### src/rtl/core/stbf_pkg.sv
package stbf_pkg;

  localparam int TABLE_DEPTH_DEF = 64;
  localparam int DIM_BITS_DEF    = 32;
  localparam logic [15:0] COUNT_MAX = 16'hFFFF;

  typedef enum logic [2:0] {
    OP_INSERT = 3'd0,
    OP_FIND   = 3'd1,
    OP_FLOOR  = 3'd2,
    OP_FIT    = 3'd3,
    OP_READ   = 3'd4,
    OP_CLEAR  = 3'd5
  } op_t;

  typedef enum logic [2:0] {
    ST_HIT      = 3'd0,
    ST_INSERTED = 3'd1,
    ST_DUP      = 3'd2,
    ST_FULL     = 3'd3,
    ST_NOTFOUND = 3'd4,
    ST_EMPTY    = 3'd5
  } status_t;

  typedef enum logic [1:0] {
    S_IDLE,
    S_SCAN,
    S_FINISH,
    S_DONE
  } state_t;

  typedef struct packed {
    logic [2:0]  op;
    logic [31:0] height;
    logic [31:0] width;
    logic        kind;
    logic [5:0]  position;
  } in_item_t;

  typedef struct packed {
    logic [2:0]  status;
    logic [5:0]  index;
    logic [31:0] found_height;
    logic [31:0] found_width;
    logic        found_kind;
    logic [15:0] dup_count;
  } out_item_t;

endpackage

### src/rtl/core/stbf_cell.sv
module stbf_cell #(
  parameter int DIM_BITS = stbf_pkg::DIM_BITS_DEF
) (
  input  logic                clk,
  input  logic                shift_en,
  input  logic [DIM_BITS-1:0] d_height,
  input  logic [DIM_BITS-1:0] d_width,
  input  logic                d_kind,
  input  logic [15:0]         d_count,
  output logic [DIM_BITS-1:0] q_height,
  output logic [DIM_BITS-1:0] q_width,
  output logic                q_kind,
  output logic [15:0]         q_count
);
  import stbf_pkg::*;

  logic [DIM_BITS-1:0] height_r;
  logic [DIM_BITS-1:0] width_r;
  logic                kind_r;
  logic [15:0]         count_r;

  // one table entry, takes its neighbor's entry on each shift
  always_ff @(posedge clk) begin
    if (shift_en) begin
      height_r <= d_height;
      width_r  <= d_width;
      kind_r   <= d_kind;
      count_r  <= d_count;
    end
  end

  assign q_height = height_r;
  assign q_width  = width_r;
  assign q_kind   = kind_r;
  assign q_count  = count_r;

endmodule

### src/rtl/core/shape_table_best_fit.sv
// an accepted item passes through the scan and finish states; the result beat is held in the done state
// one item at a time: input stalls until the result beat is taken; each item makes one turn of the ring
// every operation rotates the whole cell ring once past the head compare logic
// reset clears the fill level and control state; entry cells are not cleared
module shape_table_best_fit #(
  parameter int TABLE_DEPTH = stbf_pkg::TABLE_DEPTH_DEF,
  parameter int DIM_BITS    = stbf_pkg::DIM_BITS_DEF
) (
  input  logic                clk,
  input  logic                rst_n,
  input  logic                in_valid,
  output logic                in_stall,
  input  stbf_pkg::in_item_t  in_data,
  output logic                out_valid,
  input  logic                out_stall,
  output stbf_pkg::out_item_t out_data
);
  import stbf_pkg::*;

  localparam int CW = $clog2(TABLE_DEPTH);
  localparam int FW = CW + 1;
  localparam int XW = CW + 6;

  state_t state_r, state_nxt;

  op_t                 op_r;
  logic [DIM_BITS-1:0] h_r, w_r;
  logic                k_r;
  logic [5:0]          p_r;
  logic [CW-1:0]       cnt_r;
  logic [FW-1:0]       fill_r;
  logic                found_r, app_r, stop_r, e0big_r, got_r;
  logic [DIM_BITS-1:0] best_h_r, best_w_r;
  logic [5:0]          cap_idx_r;
  logic [DIM_BITS-1:0] cap_h_r, cap_w_r;
  logic                cap_k_r;
  logic [15:0]         cap_c_r;
  out_item_t           out_r;

  logic                shift_en;
  logic [DIM_BITS-1:0] cell_h [TABLE_DEPTH];
  logic [DIM_BITS-1:0] cell_w [TABLE_DEPTH];
  logic                cell_k [TABLE_DEPTH];
  logic [15:0]         cell_c [TABLE_DEPTH];

  logic [DIM_BITS-1:0] mod_h, mod_w;
  logic                mod_k;
  logic [15:0]         mod_c;

  // cell ring, the head entry comes back to the tail after the compare logic
  for (genvar j = 0; j < TABLE_DEPTH; j++) begin : g_cell
    logic [DIM_BITS-1:0] dh, dw;
    logic                dk;
    logic [15:0]         dc;
    if (j == TABLE_DEPTH - 1) begin : g_tail
      assign dh = mod_h;
      assign dw = mod_w;
      assign dk = mod_k;
      assign dc = mod_c;
    end else begin : g_mid
      assign dh = cell_h[j+1];
      assign dw = cell_w[j+1];
      assign dk = cell_k[j+1];
      assign dc = cell_c[j+1];
    end
    stbf_cell #(.DIM_BITS(DIM_BITS)) u_cell (
      .clk      (clk),
      .shift_en (shift_en),
      .d_height (dh),
      .d_width  (dw),
      .d_kind   (dk),
      .d_count  (dc),
      .q_height (cell_h[j]),
      .q_width  (cell_w[j]),
      .q_kind   (cell_k[j]),
      .q_count  (cell_c[j])
    );
  end

  // head compare
  logic [FW-1:0] i_ext;
  logic in_tab, full, match, last;
  logic ins_dup, ins_new;
  logic [DIM_BITS-1:0] e0h, e0w;

  assign e0h    = cell_h[0];
  assign e0w    = cell_w[0];
  assign i_ext  = FW'(cnt_r);
  assign in_tab = i_ext < fill_r;
  assign full   = fill_r == FW'(TABLE_DEPTH);
  assign match  = (e0h == h_r) && (e0w == w_r);
  assign last   = cnt_r == CW'(TABLE_DEPTH - 1);
  assign ins_dup = (op_r == OP_INSERT) && in_tab && !found_r && match;
  assign ins_new = (op_r == OP_INSERT) && (i_ext == fill_r) && !found_r && !full;

  // head entry as written back to the tail
  always_comb begin
    mod_h = e0h;
    mod_w = e0w;
    mod_k = cell_k[0];
    mod_c = cell_c[0];
    if (ins_dup) begin
      mod_c = (cell_c[0] == COUNT_MAX) ? cell_c[0] : cell_c[0] + 16'd1;
    end else if (ins_new) begin
      mod_h = h_r;
      mod_w = w_r;
      mod_k = k_r;
      mod_c = 16'd1;
    end
  end

  // per-operation selection at the head
  logic cap_en, found_nxt, app_nxt, stop_nxt, e0big_nxt, got_nxt;
  logic [DIM_BITS-1:0] best_h_nxt, best_w_nxt;

  always_comb begin
    cap_en     = 1'b0;
    found_nxt  = found_r;
    app_nxt    = app_r;
    stop_nxt   = stop_r;
    e0big_nxt  = e0big_r;
    got_nxt    = got_r;
    best_h_nxt = best_h_r;
    best_w_nxt = best_w_r;
    unique case (op_r)
      OP_INSERT: begin
        if (ins_dup) begin
          cap_en    = 1'b1;
          found_nxt = 1'b1;
        end else if (ins_new) begin
          cap_en  = 1'b1;
          app_nxt = 1'b1;
        end
      end
      OP_FIND: begin
        if (in_tab && !found_r && match) begin
          cap_en    = 1'b1;
          found_nxt = 1'b1;
        end
      end
      OP_FLOOR: begin
        if (cnt_r == '0) cap_en = 1'b1;
        if (in_tab && (e0h > best_h_r) && (e0h <= h_r)) begin
          cap_en     = 1'b1;
          best_h_nxt = e0h;
          got_nxt    = 1'b1;
        end
      end
      OP_FIT: begin
        if (cnt_r == '0) begin
          cap_en     = 1'b1;
          best_h_nxt = e0h;
          best_w_nxt = e0w;
          e0big_nxt  = e0h > h_r;
          stop_nxt   = e0h > h_r;
        end else if (in_tab && !stop_r) begin
          if (e0h > h_r) begin
            stop_nxt = 1'b1;
          end else if (e0h > best_h_r) begin
            cap_en     = 1'b1;
            best_h_nxt = e0h;
            best_w_nxt = e0w;
          end else if (e0h == best_h_r) begin
            if (((e0w > best_w_r) && (e0w <= w_r)) ||
                ((e0w < best_w_r) && (best_w_r > w_r))) begin
              cap_en     = 1'b1;
              best_w_nxt = e0w;
            end
          end
        end
      end
      OP_READ: begin
        if (in_tab && (XW'(cnt_r) == XW'(p_r))) begin
          cap_en    = 1'b1;
          found_nxt = 1'b1;
        end
      end
      default: begin
      end
    endcase
  end

  // result for the finished scan
  out_item_t res;
  logic      has;
  logic [63:0] xh, xw;

  always_comb begin
    has        = 1'b0;
    res        = '0;
    res.status = ST_NOTFOUND;
    unique case (op_r)
      OP_INSERT: begin
        has        = found_r || app_r;
        res.status = found_r ? ST_DUP : (app_r ? ST_INSERTED : ST_FULL);
      end
      OP_FIND: begin
        has        = found_r;
        res.status = (fill_r == '0) ? ST_EMPTY : (found_r ? ST_HIT : ST_NOTFOUND);
      end
      OP_FLOOR: begin
        has        = fill_r != '0;
        res.status = (fill_r == '0) ? ST_EMPTY : (got_r ? ST_HIT : ST_NOTFOUND);
      end
      OP_FIT: begin
        has        = fill_r != '0;
        res.status = (fill_r == '0) ? ST_EMPTY : (e0big_r ? ST_NOTFOUND : ST_HIT);
      end
      OP_READ: begin
        has        = found_r;
        res.status = (fill_r == '0) ? ST_EMPTY : (found_r ? ST_HIT : ST_NOTFOUND);
      end
      OP_CLEAR: begin
        res.status = ST_HIT;
      end
      default: begin
      end
    endcase
    xh = 64'(cap_h_r);
    xw = 64'(cap_w_r);
    if (has) begin
      res.index        = cap_idx_r;
      res.found_height = xh[31:0];
      res.found_width  = xw[31:0];
      res.found_kind   = cap_k_r;
      res.dup_count    = cap_c_r;
    end
  end

  // next state
  always_comb begin
    state_nxt = state_r;
    unique case (state_r)
      S_IDLE:   if (in_valid) state_nxt = S_SCAN;
      S_SCAN:   if (last) state_nxt = S_FINISH;
      S_FINISH: state_nxt = S_DONE;
      S_DONE:   if (!out_stall) state_nxt = S_IDLE;
      default:  state_nxt = S_IDLE;
    endcase
  end

  // state outputs
  always_comb begin
    in_stall  = state_r != S_IDLE;
    out_valid = state_r == S_DONE;
    shift_en  = state_r == S_SCAN;
  end

  always_ff @(posedge clk) begin
    if (!rst_n) begin
      state_r <= S_IDLE;
      fill_r  <= '0;
    end else begin
      state_r <= state_nxt;
      if (state_r == S_FINISH) begin
        if (op_r == OP_CLEAR) fill_r <= '0;
        else if (app_r) fill_r <= fill_r + FW'(1);
      end
    end
  end

  // operation registers and scan bookkeeping
  logic [XW-1:0] cnt_x;
  assign cnt_x = XW'(cnt_r);

  always_ff @(posedge clk) begin
    if (state_r == S_IDLE) begin
      op_r     <= op_t'(in_data.op);
      h_r      <= DIM_BITS'(in_data.height);
      w_r      <= DIM_BITS'(in_data.width);
      k_r      <= in_data.kind;
      p_r      <= in_data.position;
      cnt_r    <= '0;
      found_r  <= 1'b0;
      app_r    <= 1'b0;
      stop_r   <= 1'b0;
      e0big_r  <= 1'b0;
      got_r    <= 1'b0;
      best_h_r <= '0;
      best_w_r <= '0;
    end else if (state_r == S_SCAN) begin
      cnt_r    <= cnt_r + CW'(1);
      found_r  <= found_nxt;
      app_r    <= app_nxt;
      stop_r   <= stop_nxt;
      e0big_r  <= e0big_nxt;
      got_r    <= got_nxt;
      best_h_r <= best_h_nxt;
      best_w_r <= best_w_nxt;
      if (cap_en) begin
        cap_idx_r <= cnt_x[5:0];
        cap_h_r   <= mod_h;
        cap_w_r   <= mod_w;
        cap_k_r   <= mod_k;
        cap_c_r   <= mod_c;
      end
    end
    if (state_r == S_FINISH) out_r <= res;
  end

  assign out_data = out_r;

endmodule

### config.mk
export PLATFORM = sky130hd
export DESIGN_NAME = shape_table_best_fit
export DESIGN_NICKNAME = d
export VERILOG_FILES = /design/src/rtl/core/stbf_pkg.sv /design/src/rtl/core/stbf_cell.sv /design/src/rtl/core/shape_table_best_fit.sv
export SDC_FILE = /design/constraint.sdc
export NUM_CORES = 2
export LEC_CHECK = 0
export BUFFER_PORTS_ARGS = -buffer_cell sky130_fd_sc_hd__buf_2
export CAP_MARGIN = 15
export CORE_UTILIZATION = 34
export CTS_CLUSTER_DIAMETER = 80
export DETAILED_ROUTE_END_ITERATION = 10
export PLACE_DENSITY = 0.45
export SLEW_MARGIN = 40
export SYNTH_ARGS = -nofsm -noshare
export SYNTH_HDL_FRONTEND = slang
export SYNTH_SLANG_ARGS = --single-unit
### constraint.sdc
create_clock -name clk -period 166.3 [get_ports clk]
set_input_delay 33.26 -clock clk [delete_from_list [all_inputs] [get_ports clk]]
set_output_delay 33.26 -clock clk [all_outputs]
set_load 0.02 [all_outputs]
==> flow_metrics.env <==
export IMPL_die_x_um=716
export IMPL_fin_crit_sh_pct=21.5
export IMPL_p_sw_uw=1010
export IMPL_clk_latency_ns=1.04
export IMPL_layout_drive_gt1_share_pct=13.6
export IMPL_ys_flop_type="edfxtp_1"
export IMPL_layout_nets=7830
export IMPL_drv_cap=0
export IMPL_hold_viol=0
export IMPL_grtUsageTotal_pct=10.2
export IMPL_area_delta_synth_final_pct=16.5
export IMPL_crit_required_ns=133.04
export IMPL_clkPwrFrac_pct=30.6
export IMPL_cp_slowest_cell="ha_4"
export IMPL_synth_compound_area_share_pct=1.16
export IMPL_reg2reg_from="state_r[1]$_SDFFE_PN0P_"
export IMPL_synth_top_cell_by_area="edfxtp_1"
export IMPL_start_kind="flip-flop"
export IMPL_syn_num_nets=7038
export IMPL_p_comb_share_pct=9.8
export IMPL_startpoint="state_r[0]$_SDFFE_PN0P_"
export IMPL_yosysSeqAreaShare_pct=95.2
export IMPL_vias_per_cell=4.33
export IMPL_ant_nets=0
export IMPL_relSlewSlack_pct=34.4
export IMPL_synthArstFlopShare_pct=0
export IMPL_core_area_um2=506000
export IMPL_synth_simple_area_share_pct=1.54
export IMPL_postCtsHoldBufs=0
export IMPL_switching_share_pct=24.9
export IMPL_post_cts_buffers=0
export IMPL_antenna_found_initial=20
export IMPL_synth_top_family_by_area="simple AND/OR/NAND/NOR gates"
export IMPL_finalCriticalPeriod_ns=35.78
export IMPL_r2r_end="g_cell[6].u_cell.q_height[29]$_DFFE_PP_"
export IMPL_fmax_ghz=0.0280
export IMPL_grt_start_max_net_pins=170
export IMPL_grt_pass1_vias=65000
export IMPL_critical_path_class="reg2out"
export IMPL_cts_resized=0
export IMPL_cts_tree="done"
export IMPL_drc=0
export IMPL_htree_num_levels=6
export IMPL_internal_power_uw=3060
export IMPL_status="finished, final reports clean"
export IMPL_gp_congestion=0.728
export IMPL_port_buffers=169
export IMPL_synth_xor_area_share_pct=0.0759
export IMPL_cts_inserted_buffers=584
export IMPL_powerDensity_nw_per_um2=20.2
export IMPL_firstDrtPassIters=6
export IMPL_critical_path_arrival_ns=2.52
export IMPL_critical_path_peak_fanout=23
export IMPL_ys_types=58
export IMPL_syn_inst=6784
export IMPL_synth_top_cell_area_share_pct=94.3
export IMPL_synth_seq_cells=5519
export IMPL_slew_viol_final=0
export IMPL_dpl_hpwl_um=136000
export IMPL_path_buf_inv=3
export IMPL_cts_root_buffer="clkbuf_16"
export IMPL_cts_sinks=5519
export IMPL_clk_pin_slew_ns=0.06
export IMPL_routedWlPerCell_um=17.9
export IMPL_cts_buffer_depth=4
export IMPL_synth_warning_count=0
export IMPL_synth_avg_cell_area_um2=25.5
export IMPL_max_stage_delay_ns=0.48
export IMPL_crit_cells=4
export IMPL_die_area_um2=512000
export IMPL_hold_slack_ns=0.376
export IMPL_setup_viol=0
export IMPL_path_cells="inv_1 -> ha_4 -> inv_2 -> buf_2"
export IMPL_grt_pass1_wl_um=407000
export IMPL_ios=170
export IMPL_grt_setup_unrepaired="false"
export IMPL_setup_tns_ns=0
export IMPL_synth_mux_area_share_pct=0.208
export IMPL_worstSetupEndpointType="output port"
export IMPL_synthAdderAreaFrac_pct=1.27
export IMPL_leakage_uw=0.0657
export IMPL_routed_wl_um=264000
export IMPL_initial_core_util_pct=34.2
export IMPL_r2r_slack_ns=159.57
export IMPL_r2r_cells=10
export IMPL_path_delay_family="buffers and inverters"
export IMPL_pwr_share_seq_pct=59.6
export IMPL_drt_iter0_markers=5599
export IMPL_worst_pin_slew_ns=0.984
export IMPL_hold_class="reg2reg"
export IMPL_core_rowCount=261
export IMPL_clock_skew_ns=0.0629
export IMPL_ir_drop_v=0.0000134
export IMPL_synth_edf_count=5435
export IMPL_die_h_um=716
export IMPL_grt_overflow_total=0
export IMPL_vias=63900
export IMPL_endpoint="in_stall"
export IMPL_synth_area_leaders="edfxtp_1, ha_1, dfxtp_1"
export IMPL_syn_area_um2=173000
## power by group through the flow
stage               Sequential [uW]  Clock, uW  Combinational (uW)
finish                         2430       1250                 401
global route                   2490       1350                 446
CTS                            2450       1300                 413
detailed placement             2450          0                 415
global placement               2460          0                 388
floorplan                      5370          0                 244
## worst reg2reg max path, delay by kind of cell (launching register included)
kind	cells	cell delay (ns)
adder cells (fa/ha/maj)	1	0.51
buffers and inverters	9	5.40
flip-flops	1	0.35
## state kept, by name, indices dropped and copies added (netlist names), 2 cells and up
signal,cells
cap_w_r,32
out_data,90
cap_c_r,16
cnt_r,6
best_h_r,32
p_r,6
cap_idx_r,6
w_r,32
g_cell.u_cell.q_height,2048
state_r,2
g_cell.u_cell.q_width,2048
g_cell.u_cell.q_kind,64
g_cell.u_cell.q_count,1024
fill_r,7
op_r,3
best_w_r,32
h_r,32
cap_h_r,32
## logic make-up (layout without fill, tap and decap cells)
logic type,Yosys count,after routing
flops,5519,5519
mux,36,36
fa+ha+maj,176,176
compound gates,304,304
buf+inv,212,1460
xor+xnor,15,15
other cells,0,9
simple gates,522,522
## layer usage
metal / GRT usage (%) / up-vias / part of all wire (%)
met4: 3.62 / 0 / 3.3
met2: 14.2 / 1197 / 43
met3: 2.20 / 630 / 4.8
li1: - / 28900 / -
met5: 0 / - / 0
met1: 15.6 / 33200 / 49
## Yosys cell counts (2+ instances only)
| cell type | instances |
|---|---|
| a2111oi_0 | 2 |
| a211oi_1 | 7 |
| a21boi_0 | 3 |
| a21o_1 | 28 |
| a21oi_1 | 67 |
| a221o_1 | 4 |
| a221oi_1 | 3 |
| a2bb2oi_1 | 32 |
| a31oi_1 | 2 |
| and2_1 | 3 |
| and3_1 | 39 |
| and4_1 | 9 |
| buf_2 | 9 |
| buf_4 | 3 |
| buf_6 | 7 |
| clkbuf_1 | 49 |
| dfxtp_1 | 84 |
| edfxtp_1 | 5435 |
| ha_1 | 176 |
| inv_1 | 143 |
| mux2i_1 | 36 |
| nand2_1 | 147 |
| nand3_1 | 70 |
| nand4_1 | 42 |
| nor2_1 | 80 |
| nor2b_1 | 97 |
| nor3_1 | 11 |
| nor4_1 | 7 |
| o211ai_1 | 10 |
| o21a_1 | 3 |
| o21ai_0 | 85 |
| o21ai_1 | 8 |
| o311ai_1 | 32 |
| o31ai_1 | 6 |
| or2_2 | 2 |
| or3_1 | 7 |
| or4_1 | 2 |
| xnor2_1 | 5 |
| xor2_1 | 10 |
## layout by cell type, fill, tap and decap left out, types with 77 or more instances in the layout
master / netlist / layout
buf_2: 9 / 169
clkbuf_1: 49 / 124
clkbuf_16: 0 / 594
clkinv_1: 0 / 129
dfxtp_1: 84 / 84
edfxtp_1: 5435 / 5435
ha_1: 176 / 173
inv_1: 143 / 142
nand2_1: 147 / 147
nor2_1: 80 / 77
nor2b_1: 97 / 97
## worst min path at each step
stage	start	end	slack, ns	cells past startpoint
2_1_floorplan	g_cell[1].u_cell.q_count[0]$_DFFE_PP_	g_cell[0].u_cell.q_count[0]$_DFFE_PP_	0.40	0
3_3_place_gp	g_cell[59].u_cell.q_width[24]$_DFFE_PP_	g_cell[58].u_cell.q_width[24]$_DFFE_PP_	0.40	0
3_5_place_dp	g_cell[1].u_cell.q_width[18]$_DFFE_PP_	g_cell[0].u_cell.q_width[18]$_DFFE_PP_	0.40	0
4_1_cts	g_cell[19].u_cell.q_width[22]$_DFFE_PP_	g_cell[18].u_cell.q_width[22]$_DFFE_PP_	0.39	0
5_1_grt	g_cell[23].u_cell.q_kind$_DFFE_PP_	g_cell[22].u_cell.q_kind$_DFFE_PP_	0.39	0
6_report	g_cell[23].u_cell.q_kind$_DFFE_PP_	g_cell[22].u_cell.q_kind$_DFFE_PP_	0.38	0
## area by class of cell
type	count	area, um2
Antenna cell	9	22.5
Clock buffer	725	15400
Tap cell	6706	8390
Multi-Input combinational cell	1053	7490
Fill cell	44200	304000
Inverter	143	537
Sequential cell	5519	165000
Timing Repair Buffer	275	2050
Clock inverter	317	2930
## per-stage QoR
stage / instances / utilization (%) / setup slack (ns) / area, um2 / total power [uW]
global route: 14700 / 39.9 / 130.29 / 202000 / 4280
global placement: 13700 / 36.1 / 131.57 / 183000 / 2850
finish: 14700 / 39.9 / 130.53 / 202000 / 4080
detailed placement: 13700 / 36.2 / 131.52 / 183000 / 2870
CTS: 14700 / 39.8 / 130.34 / 202000 / 4160
floorplan: 6784 / - / 34.72 / 173000 / 5610
Power figures use the tool's default switching activity.
